--- config.mk ---
export PLATFORM = sky130hd
export DESIGN_NAME = date_after_business_days
export DESIGN_NICKNAME = d
export VERILOG_FILES = /design/src/dabd_pkg.sv /design/src/date_after_business_days.sv /design/src/dabd_ctrl.sv /design/src/dabd_dp.sv
export SDC_FILE = /design/constraint.sdc
export NUM_CORES = 1
export LEC_CHECK = 0
export BUFFER_PORTS_ARGS = -buffer_cell sky130_fd_sc_hd__clkbuf_2
export CORE_UTILIZATION = 30
export DETAILED_ROUTE_END_ITERATION = 6
export PLACE_DENSITY = 0.55
export SLEW_MARGIN = 20
export SYNTH_ARGS = -nofsm -noshare
export SYNTH_HDL_FRONTEND = slang
export SYNTH_HIERARCHICAL = 1
export SYNTH_SLANG_ARGS = --single-unit
export TNS_END_PERCENT = 50
--- constraint.sdc ---
create_clock -name clk -period 7.2 [get_ports clk]
set_clock_uncertainty 0.15 [all_clocks]
set_input_delay 1.44 -clock clk [delete_from_list [all_inputs] [get_ports clk]]
set_output_delay 1.44 -clock clk [all_outputs]
set_load 0.01 [all_outputs]
--- src/dabd_pkg.sv ---
// Shared types, constants and calendar functions of the business-day date walker.
`default_nettype none
package dabd_pkg;

  localparam int YEAR_W = 14;
  localparam int MONTH_W = 4;
  localparam int DAY_W = 5;
  localparam int DAYS_WIDTH = 16;
  localparam int VAC_W = 16;
  localparam int WDAY_W = 3;

  localparam int IN_TDATA_W = 40;
  localparam int OUT_TDATA_W = 24;

  localparam logic [YEAR_W-1:0] YEAR_MIN = 14'd1583;
  localparam logic [YEAR_W-1:0] YEAR_MAX = 14'd9999;
  localparam logic [MONTH_W-1:0] MONTH_DEC = 4'd12;
  localparam logic [WDAY_W-1:0] SATURDAY = 3'd5;
  localparam logic [WDAY_W-1:0] SUNDAY = 3'd6;

  // floor(y / 100) == (y * RECIP_100) >> 19 for every y below 10000
  localparam logic [12:0] RECIP_100 = 13'd5243;
  // floor(h / 7) == (h * RECIP_7) >> 16 for every h below 1024
  localparam logic [13:0] RECIP_7 = 14'd9363;

  localparam logic [DAY_W-1:0] MONTH_LEN [12] = '{
    5'd31, 5'd28, 5'd31, 5'd30, 5'd31, 5'd30,
    5'd31, 5'd31, 5'd30, 5'd31, 5'd30, 5'd31
  };

  typedef struct packed {
    logic load;
    logic div;
    logic rem;
    logic zel;
    logic mod;
    logic wday;
    logic step;
    logic dec;
    logic set_err;
    logic finish;
  } cmd_t;

  typedef struct packed {
    logic bad;
    logic weekend;
    logic rem_zero;
    logic at_end;
  } stat_t;

  typedef struct packed {
    logic [YEAR_W-1:0] year;
    logic [MONTH_W-1:0] month;
    logic [DAY_W-1:0] day;
    logic err;
  } res_t;

  function automatic logic [DAY_W-1:0] days_in(input logic [MONTH_W-1:0] m,
                                               input logic leap);
    logic [DAY_W-1:0] len;
    len = '0;
    if (m == 4'd2) begin
      len = leap ? 5'd29 : 5'd28;
    end else if (m != 4'd0 && m <= MONTH_DEC) begin
      len = MONTH_LEN[4'(m - 4'd1)];
    end
    return len;
  endfunction

  // floor(13 * (m + 1) / 5) for the shifted month 3..14
  function automatic logic [5:0] zel_month(input logic [MONTH_W-1:0] m);
    logic [5:0] t;
    case (m)
      4'd3:    t = 6'd10;
      4'd4:    t = 6'd13;
      4'd5:    t = 6'd15;
      4'd6:    t = 6'd18;
      4'd7:    t = 6'd20;
      4'd8:    t = 6'd23;
      4'd9:    t = 6'd26;
      4'd10:   t = 6'd28;
      4'd11:   t = 6'd31;
      4'd12:   t = 6'd33;
      4'd13:   t = 6'd36;
      4'd14:   t = 6'd39;
      default: t = 6'd0;
    endcase
    return t;
  endfunction

endpackage
`default_nettype wire

--- src/date_after_business_days.sv ---
// Top level of the business-day date walker: stream ports and result register.
`default_nettype none
// Takes a Gregorian start date and a number of business days off and returns
// the first business day after the vacation (Monday to Friday count as
// business days). One word is worked at a time: after the word is taken, the
// setup steps (divide, remainder, Zeller sum, modulo, weekday) check the date
// and find its weekday by Zeller's congruence using reciprocal multiplies,
// then the walker steps one calendar day per cycle through a leading weekend
// skip, the business-day count-down and a trailing weekend skip. Each pass
// ends without a step once its condition is met, and the done state hands the
// result on once the output register is free; only then is the next word
// taken, as the single day-stepping datapath serves one request at a time. An
// invalid start date (year outside 1583..9999, bad month or day) is flagged
// in the modulo step, which skips the walk and goes straight to the hand-off.
// An invalid start date or a walk that would pass 9999-12-31 raises
// date_error and echoes the start date. The result waits in an output
// register, so the next word is taken while it is held.
module date_after_business_days (
  input  wire logic                              clk,
  input  wire logic                              rst,
  input  wire logic                              s_tvalid,
  output logic                                   s_tready,
  // start_year[13:0], start_month[17:14], start_day[22:18],
  // vacation_days[38:23], zero[39]
  input  wire logic [dabd_pkg::IN_TDATA_W-1:0]   s_tdata,
  output logic                                   m_tvalid,
  input  wire logic                              m_tready,
  // return_year[13:0], return_month[17:14], return_day[22:18], zero[23]
  output logic [dabd_pkg::OUT_TDATA_W-1:0]       m_tdata,
  // date_error[0]
  output logic                                   m_tuser
);

  dabd_pkg::cmd_t cmd;
  dabd_pkg::stat_t st;
  dabd_pkg::res_t res;
  logic out_free;

  // the result register can take a new word when empty or being drained
  assign out_free = !m_tvalid || m_tready;

  dabd_ctrl u_ctrl (
    .clk      (clk),
    .rst      (rst),
    .in_valid (s_tvalid),
    .in_ready (s_tready),
    .out_free (out_free),
    .st       (st),
    .cmd      (cmd)
  );

  dabd_dp u_dp (
    .clk      (clk),
    .cmd      (cmd),
    .in_year  (s_tdata[13:0]),
    .in_month (s_tdata[17:14]),
    .in_day   (s_tdata[22:18]),
    .in_vac   (s_tdata[38:23]),
    .st       (st),
    .res      (res)
  );

  // output register: load on finish, drop valid once the word is taken
  always_ff @(posedge clk) begin
    if (rst) begin
      m_tvalid <= 1'b0;
    end else if (cmd.finish) begin
      m_tvalid <= 1'b1;
    end else if (m_tready) begin
      m_tvalid <= 1'b0;
    end
  end

  always_ff @(posedge clk) begin
    if (cmd.finish) begin
      m_tdata <= {1'b0, res.day, res.month, res.year};
      m_tuser <= res.err;
    end
  end

  // a finished result never overwrites a word still waiting downstream
  assert property (@(posedge clk) disable iff (rst) cmd.finish |-> out_free)
    else $error("result loaded over a waiting word");

  // once a word is taken the block is busy with it
  assert property (@(posedge clk) disable iff (rst) (s_tvalid && s_tready) |=> !s_tready)
    else $error("input taken again while a request is in flight");

  // output valid only rises after a finished walk
  assert property (@(posedge clk) disable iff (rst) $rose(m_tvalid) |-> $past(cmd.finish))
    else $error("output valid without a finished request");

endmodule
`default_nettype wire

--- src/dabd_ctrl.sv ---
// Sequencer of the date walker: setup steps, the three walking passes and hand-off.
`default_nettype none
module dabd_ctrl (
  input  wire logic          clk,
  input  wire logic          rst,
  input  wire logic          in_valid,
  output logic               in_ready,
  input  wire logic          out_free,
  input  wire dabd_pkg::stat_t st,
  output dabd_pkg::cmd_t     cmd
);

  localparam logic [3:0] S_IDLE  = 4'd0;
  localparam logic [3:0] S_DIV   = 4'd1;
  localparam logic [3:0] S_REM   = 4'd2;
  localparam logic [3:0] S_ZEL   = 4'd3;
  localparam logic [3:0] S_MOD   = 4'd4;
  localparam logic [3:0] S_WDAY  = 4'd5;
  localparam logic [3:0] S_LEAD  = 4'd6;
  localparam logic [3:0] S_COUNT = 4'd7;
  localparam logic [3:0] S_TRAIL = 4'd8;
  localparam logic [3:0] S_DONE  = 4'd9;

  logic [3:0] state;
  logic [3:0] state_next;

  always_ff @(posedge clk) begin
    if (rst) begin
      state <= S_IDLE;
    end else begin
      state <= state_next;
    end
  end

  always_comb begin
    state_next = state;
    cmd = '0;
    in_ready = 1'b0;
    case (state)
      S_IDLE: begin
        in_ready = 1'b1;
        if (in_valid) begin
          cmd.load = 1'b1;
          state_next = S_DIV;
        end
      end
      S_DIV: begin
        cmd.div = 1'b1;
        state_next = S_REM;
      end
      S_REM: begin
        cmd.rem = 1'b1;
        state_next = S_ZEL;
      end
      S_ZEL: begin
        cmd.zel = 1'b1;
        state_next = S_MOD;
      end
      S_MOD: begin
        if (st.bad) begin
          cmd.set_err = 1'b1;
          state_next = S_DONE;
        end else begin
          cmd.mod = 1'b1;
          state_next = S_WDAY;
        end
      end
      S_WDAY: begin
        cmd.wday = 1'b1;
        state_next = S_LEAD;
      end
      S_LEAD, S_TRAIL: begin
        if (st.weekend) begin
          if (st.at_end) begin
            cmd.set_err = 1'b1;
            state_next = S_DONE;
          end else begin
            cmd.step = 1'b1;
          end
        end else begin
          state_next = (state == S_LEAD) ? S_COUNT : S_DONE;
        end
      end
      S_COUNT: begin
        if (!st.rem_zero) begin
          if (st.at_end) begin
            cmd.set_err = 1'b1;
            state_next = S_DONE;
          end else begin
            cmd.step = 1'b1;
            cmd.dec = !st.weekend;
          end
        end else begin
          state_next = S_TRAIL;
        end
      end
      S_DONE: begin
        if (out_free) begin
          cmd.finish = 1'b1;
          state_next = S_IDLE;
        end
      end
      default: begin
        state_next = S_IDLE;
      end
    endcase
  end

endmodule
`default_nettype wire

--- src/dabd_dp.sv ---
// Datapath of the date walker: start-date checks, weekday by Zeller, day stepping.
`default_nettype none
module dabd_dp (
  input  wire logic                             clk,
  input  wire dabd_pkg::cmd_t                   cmd,
  input  wire logic [dabd_pkg::YEAR_W-1:0]      in_year,
  input  wire logic [dabd_pkg::MONTH_W-1:0]     in_month,
  input  wire logic [dabd_pkg::DAY_W-1:0]       in_day,
  input  wire logic [dabd_pkg::VAC_W-1:0]       in_vac,
  output dabd_pkg::stat_t                       st,
  output dabd_pkg::res_t                        res
);

  // start date, kept for the error echo
  logic [dabd_pkg::YEAR_W-1:0] sy;
  logic [dabd_pkg::MONTH_W-1:0] sm;
  logic [dabd_pkg::DAY_W-1:0] sd;
  logic rng_bad;
  logic bad;
  logic err;

  // Zeller terms
  logic [6:0] cent;
  logic [6:0] yrem;
  logic [9:0] hsum;
  logic [6:0] q7;

  // walk state
  logic [dabd_pkg::YEAR_W-1:0] wy;
  logic [dabd_pkg::MONTH_W-1:0] wm;
  logic [dabd_pkg::DAY_W-1:0] wd;
  logic [dabd_pkg::WDAY_W-1:0] wk;
  logic [dabd_pkg::DAYS_WIDTH-1:0] rem;
  logic [1:0] ym4;
  logic [6:0] ym100;
  logic [1:0] cm4;

  logic [26:0] div_prod;
  logic [23:0] mod_prod;
  logic leap_start;
  logic leap_walk;
  logic [dabd_pkg::DAY_W-1:0] dim_walk;
  logic [dabd_pkg::MONTH_W-1:0] ma;
  logic [6:0] ka;
  logic [6:0] ja;
  logic [9:0] h_c;
  logic [9:0] r_full;
  logic [2:0] r7;

  always_comb begin
    div_prod = 27'(sy) * 27'(dabd_pkg::RECIP_100);
    mod_prod = 24'(hsum) * 24'(dabd_pkg::RECIP_7);
    leap_start = (yrem[1:0] == 2'd0 && yrem != 7'd0) || (yrem == 7'd0 && cent[1:0] == 2'd0);
    leap_walk = (ym4 == 2'd0 && ym100 != 7'd0) || (ym100 == 7'd0 && cm4 == 2'd0);
    dim_walk = dabd_pkg::days_in(wm, leap_walk);
    // January and February count as months 13 and 14 of the year before
    ma = sm;
    ka = yrem;
    ja = cent;
    if (sm <= 4'd2) begin
      ma = sm + 4'd12;
      if (yrem == 7'd0) begin
        ka = 7'd99;
        ja = cent - 7'd1;
      end else begin
        ka = yrem - 7'd1;
      end
    end
    h_c = 10'(sd) + 10'(dabd_pkg::zel_month(ma)) + 10'(ka) + 10'(ka >> 2)
        + 10'(ja >> 2) + 10'(ja) * 10'd5;
    r_full = hsum - 10'(q7) * 10'd7;
    r7 = r_full[2:0];
  end

  always_ff @(posedge clk) begin
    if (cmd.load) begin
      sy <= in_year;
      sm <= in_month;
      sd <= in_day;
      rem <= dabd_pkg::DAYS_WIDTH'(in_vac);
      rng_bad <= in_year < dabd_pkg::YEAR_MIN || in_year > dabd_pkg::YEAR_MAX
              || in_month == 4'd0 || in_month > dabd_pkg::MONTH_DEC || in_day == 5'd0;
    end
    if (cmd.div) begin
      cent <= div_prod[25:19];
    end
    if (cmd.rem) begin
      yrem <= 7'(sy - 14'(cent) * 14'd100);
    end
    if (cmd.zel) begin
      bad <= rng_bad || sd > dabd_pkg::days_in(sm, leap_start);
      hsum <= h_c;
      wy <= sy;
      wm <= sm;
      wd <= sd;
      ym4 <= yrem[1:0];
      ym100 <= yrem;
      cm4 <= cent[1:0];
    end
    if (cmd.mod) begin
      q7 <= mod_prod[22:16];
    end
    if (cmd.wday) begin
      wk <= (r7 >= 3'd2) ? r7 - 3'd2 : r7 + 3'd5;
    end
    if (cmd.step) begin
      if (wd >= dim_walk) begin
        if (wm >= dabd_pkg::MONTH_DEC) begin
          wy <= wy + 14'd1;
          wm <= 4'd1;
          ym4 <= ym4 + 2'd1;
          if (ym100 == 7'd99) begin
            ym100 <= 7'd0;
            cm4 <= cm4 + 2'd1;
          end else begin
            ym100 <= ym100 + 7'd1;
          end
        end else begin
          wm <= wm + 4'd1;
        end
        wd <= 5'd1;
      end else begin
        wd <= wd + 5'd1;
      end
      wk <= (wk == dabd_pkg::SUNDAY) ? 3'd0 : wk + 3'd1;
    end
    if (cmd.dec) begin
      rem <= rem - dabd_pkg::DAYS_WIDTH'(1);
    end
    if (cmd.load) begin
      err <= 1'b0;
    end else if (cmd.set_err) begin
      err <= 1'b1;
    end
  end

  always_comb begin
    st.bad = bad;
    st.weekend = wk >= dabd_pkg::SATURDAY;
    st.rem_zero = rem == '0;
    st.at_end = wd >= dim_walk && wm >= dabd_pkg::MONTH_DEC && wy >= dabd_pkg::YEAR_MAX;
    res.err = err;
    res.year = err ? sy : wy;
    res.month = err ? sm : wm;
    res.day = err ? sd : wd;
  end

endmodule
`default_nettype wire

# Word level (Yosys, flattened, before mapping)
# Memories as Yosys holds them, arrays and structs flattened.
# Index checks and enable logic that the tools add are counted.
# classes
add_sub_neg	22
mul	5
order_cmp	14
n_eq_ne	15
mux	81
bitwise_logic	2
reduce_logical	38
# ops
operator	count
14-bit two-way mux	5
5-bit two-way mux	13
7-bit two-way mux	9
4-bit two-way mux	13
4-bit one-hot mux with 9 select lines	1
16-bit two-way mux	2
14-bit by 13-bit multiplier with 26-bit output, second input constant	1
10-bit by 14-bit multiplier with 23-bit output, second input constant	1
1-bit two-way mux	21
10-bit by 5-bit adder with 10-bit output	2
2-bit two-way mux	10
4-bit by 2-bit == test with 1-bit output, second input constant	4
4-bit by 3-bit == test with 1-bit output, second input constant	4
16-bit zero test	1
16-bit by 1-bit subtractor with 16-bit output, second input constant	1
3-bit two-way mux	5
14-bit by 1-bit adder with 14-bit output, second input constant	1
14-bit >= comparator, second input constant	1
14-bit greater-than comparator, second input constant	1
7-bit zero test	2
14-bit by 11-bit < comparator with 1-bit output, second input constant	1
7-bit nonzero test	2
7-bit by 1-bit subtractor with 7-bit output, second input constant	2
10-bit adder	1
43 further kinds	73
# totals
ff_bits	139
romBits	256
in_bits	44
output_inout_bits	27
mem_count	3
# memory_table
memory	depth	width	rd	rd_clocked_by_memory_dff	wr	line_no	source
(no name shown)	16	6	1	0	0	dabd_pkg.sv:73	case (m)
(no name shown)	16	5	1	0	0	dabd_pkg.sv:65	len = MONTH_LEN[4'(m - 4'd1)];
(no name shown)	16	5	1	0	0	dabd_pkg.sv:65	

# Longest topological paths before layout
# depth
word_depth	14
mapped_depth	25
mapped_depth_nobuf	23

# By module
# The synthesis kept the hierarchy.
# modules_own_cells
module	n_inst	cells_per_inst	area_each_um2	seq_area_each_um2
dabd_dp	1	1226	12089.1	2882.8
date_after_business_days	1	30	778.2	740.7
dabd_ctrl	1	57	426.7	80.1

# Least setup slack after synthesis
# OpenSTA, ideal clock, no wires.
# synth_path
path_kind	register to register
from	register u_dp/sm[2] (netlist bit)
to	register u_dp.hsum[9], data pin
arrival_time_ns	5.014
setup_slack_ns	1.770
stages_incl_launch_ff	25
synth_period_minus_slack_ns	5.430
cell_sequence	edfxtp_1 clkbuf_1 inv_1 ha_1 o21ai_2 nor4_1 xnor2_1 or2_2 inv_1 ha_1 xnor2_1 fa_1 inv_1 fa_1 inv_1 fa_1 inv_1 ha_1 a21o_1 a21oi_1 nor2b_1 nor2_1 nor2_1 o41ai_1 xnor2_1
# synth_via
elab_chain_len	8
elab_cells_between_ends	12
# synth_lines
element	line_no	source
start: declaration	dabd_dp.sv:16	logic [dabd_pkg::MONTH_W-1:0] sm;
start signal: assignment	dabd_dp.sv:78	sm <= in_month;
4-bit adder / 4-bit by 2-bit <= comparator with 1-bit output (equally long branches)	dabd_dp.sv:61, dabd_dp.sv:60	
4-bit two-way mux	dabd_dp.sv:60	if (sm <= 4'd2) begin
memory 16 x 6 bit	n/a	
5-bit by 6-bit adder with 7-bit output	dabd_dp.sv:69	h_c = 10'(sd) + 10'(dabd_pkg::zel_month(ma)) + 10'(ka) + 10'(ka >> 2)
10-bit by 7-bit adder with 10-bit output	dabd_dp.sv:69	
10-bit by 5-bit adder with 10-bit output	dabd_dp.sv:69	
10-bit by 5-bit adder with 10-bit output	dabd_dp.sv:70	+ 10'(ja >> 2) + 10'(ja) * 10'd5;
10-bit adder (*)	dabd_dp.sv:70	
net u_dp.h_c[9]	dabd_dp.sv:46	logic [9:0] h_c;
end signal: assignment	dabd_dp.sv:92	hsum <= h_c;
end: declaration	dabd_dp.sv:25	logic [9:0] hsum;
# Mark *: on every way through the listed nets, which the timed path passes. The rest lies on a longest branch.
# A chain may end at the register's enable or synchronous reset.

# Final worst setup path
# layout_path
from	register u_dp/sm[0] (netlist bit)
to	register u_dp.hsum[9], data pin
# Same word-level chain as after synthesis.

==> summary.txt <==
Yosys
  • Synth async-reset ratio: 0
  • Unique masters post-synth: 78
  • Sequential share of the synthesized area: 0.279
  • EDFF count, synth: 100
  • Synth Area per Inst: 10.1 µm²
  • Netlist Area Pre-Place: 13300 µm²
  • Post-Synthesis Cells: 1313
  • Mapped Nets: 1676
  • Flops & latches, synth: 135
  • Top_reg_cell synth: edfxtp_1
  • Yosys warns: 6

Global routing
  • Global-route wire length before repair: 47500 µm
  • Total grt overflow: 0
  • GRT met1 Usage: 0.179
  • GRT Resource Usage Total: 0.134
  • Initial antenna violation count: 1
  • Vias in the first global route: 9456
  • Grt met3 use: 0.0266
  • Largest net degree at the start of global routing: 31
  • Met2 Track Usage GR: 0.220
  • Most Crowded Layer GR: met2

Detailed routing
  • Vias per cell: 4.73
  • DRT iter0 DRCs: 426
  • Antenna viol nets, final: 0
  • Drt drc: 0
  • Vias: 9375
  • Routed len/inst: 14.4 µm
  • Final WL: 28500 µm
  • Drt pass-1 iters: 5

Floorplan
  • IO Pins: 71
  • Initial Util: 0.307
  • Die Wd: 213 µm
  • Area of the core: 43400 µm²
  • DIE HEIGHT: 213 µm
  • Die area: 45200 µm²
  • Cell row count: 76

Setup path
  • Crit-path max FO: 9
  • Worst Setup Start Kind: flip-flop
  • Crit path arrival time: 6.01 ns
  • Setup crit end kind: flip-flop
  • Worst EP required: 7.22 ns
  • Setup CP Type: reg2reg
  • Worst reg-to-reg setup slack: 1.21 ns

Hold path
  • Tightest Hold Check Type: reg2reg

Timing
  • Achievable clock frequency: 167 MHz
  • Final Critical Period: 5.99 ns
  • Total negative setup slack: 0 ns
  • Part of the cycle the worst path needs: 0.832
  • RSZ-0062 raised after global routing: no
  • Final hold violation count: 0
  • Pins over their slew limit: 0
  • # setup viols final: 0
  • Actual slew at the worst max-slew pin: 0.985 ns
  • Setup slack after layout: 1.21 ns
  • Slew HR: 0.338

Clocking
  • Cts bufs inserted: 17
  • Post-CTS Setup Inserts: 0
  • CTS H-tree depth: 4
  • CTS tree: built
  • CTS max path bufs: 2
  • Skew-Pair Late Insertion Delay: 0.44 ns
  • Post-cts sizing count: 0
  • Root Buffer: clkbuf_16
  • CTS clk-pin slew, worst paths: 0.06 ns
  • CTS Hold Bufs: 0
  • CTS sink count: 135

Placed design
  • Placed insts: 1950
  • Placed inst area: 14300 µm²
  • I/O Buffers: 68
  • GPL Wtd Cong: 0.833
  • Post-DP HPWL: 23300 µm
  • Post-Place Setup Slack: 1.22 ns

Layout
  • Register area: 3700 µm²
  • NumNets Final: 1747
  • Design Area, Final: 14900 µm²
  • Post-route insts no fill: 1982
  • Commonest non-fill, non-tap cell in the layout: inv_1
  • Layout fillers: 4467
  • Area of the multi-input gates: 8530 µm²
  • Syn-to-layout area delta: 12.4%
  • N_diodes: 0
  • Most frequent cells in the layout: inv_1 (247), ha_1 (216), fa_1 (103)
  • Layout cells sized above 1: 0.114

Pwr
  • Max IR drop VDD: 446 µV
  • Leakage: 6.87 nW
  • Cell Pwr Density: 487 nW/µm²

Job
  • Max Cap Violations: 0

Status
  • Status: complete, no violations
-- critical path, stage by stage, from the launching register on --
cell and delay [ns]:
edfxtp_1 0.54, inv_1 0.19, ha_1 0.32, o21ai_2 0.18, nor4_1 0.34, xnor2_1 0.11
or2_2 0.31, inv_1 0.07, ha_1 0.24, xnor2_1 0.15, fa_1 0.48, inv_1 0.05
fa_1 0.53, inv_1 0.06, fa_1 0.59, inv_1 0.06, ha_1 0.30, a21o_1 0.16
a21oi_1 0.21, nor2b_1 0.07, nor2_1 0.09, nor2_1 0.06, o41ai_1 0.34, xnor2_1 0.11
-- flip-flops by register name (all words and copies together), names as in the netlist --
name and count:
u_dp/hsum 10, u_dp/wm 4, u_dp/rng_bad 1, u_dp/wy 14, u_dp/cm4 2, u_dp/rem 16, u_dp/ym100 7, u_dp/err 1
u_dp/wk 3, u_dp/cent 7, u_ctrl/state 4, u_dp/q7 3, u_dp/ym4 2, u_dp/sm 4, u_dp/bad 1, m_tvalid 1
m_tuser 1, u_dp/wd 5, m_tdata 23, u_dp/sd 5, u_dp/yrem 7, u_dp/sy 14
-- layout make-up --
type                    count  share of cell area
well taps                 585              0.0490
clock buffers              21              0.0295
repair buffers             82              0.0298
inverters                 248              0.0623
clock inverters            11              0.0106
multi-input cells         900               0.571
flip-flops and latches    135               0.248
-- Yosys cell counts (10+ instances only) --
cell / n / area [µm²]
a21o_1: 15 / 113
a21oi_1: 59 / 295
a31oi_1: 10 / 62.6
and3_1: 13 / 81.3
clkbuf_1: 21 / 78.8
dfxtp_1: 35 / 701
edfxtp_1: 100 / 3000
fa_1: 103 / 2060
ha_1: 216 / 2700
inv_1: 247 / 927
mux2_2: 20 / 225
mux2i_1: 14 / 140
nand2_1: 61 / 229
nand2b_1: 10 / 62.6
nand3_1: 26 / 130
nor2_1: 60 / 225
nor3_1: 22 / 110
o21ai_0: 47 / 235
xnor2_1: 53 / 464
xor2_1: 16 / 140
-- power by group --
group	internal, mW	switching (mW)
clock network	0.574	0.329
logic	2.26	2.68
registers	1.22	0.205
-- final timing paths --
kind | startpoint | to | depth (start not counted)
worst min-delay path | u_dp/ym4[0] | u_dp/ym4[0] | 1
worst max register to register | u_dp/sm[0] | u_dp/hsum[9] | 23
worst max-delay path | u_dp/sm[0] | u_dp/hsum[9] | 23
worst min register to register | u_dp/ym4[0] | u_dp/ym4[0] | 1
-- per-stage QoR --
| step | utilization | hold slack (ns) | power, mW |
|---|---|---|---|
| 2_1_floorplan | - | 0.303 | 5.30 |
| 3_3_place_gp | 0.331 | 0.323 | 6.30 |
| 3_5_place_dp | 0.331 | 0.332 | 6.42 |
| 4_1_cts | 0.345 | 0.341 | 7.39 |
| 5_1_grt | 0.345 | 0.369 | 8.22 |
| 6_report | 0.345 | 0.334 | 7.27 |
-- cells by family (layout without fill, tap and decap cells) --
| family | after synthesis | after routing | share of synthesized area |
|---|---|---|---|
| DFF | 135 | 135 | 0.279 |
| and+or+nand+nor | 261 | 261 | 0.104 |
| xor gates and xnor gates | 69 | 69 | 0.0455 |
| adders and majority gates | 319 | 319 | 0.358 |
| AOI/OAI and AO/OA | 215 | 215 | 0.104 |
| other | 1 | 1 | 0.000282 |
| muxes | 35 | 35 | 0.0292 |
| buffers and inverters | 278 | 362 | 0.0801 |
-- layer usage --
metal	vias to the layer above	share of wire
li1	4637	-
met1	4556	0.48
met2	155	0.47
met3	25	0.036
met4	2	0.012
met5	-	0.00056
Note: power is estimated with default switching activity, not from simulation.
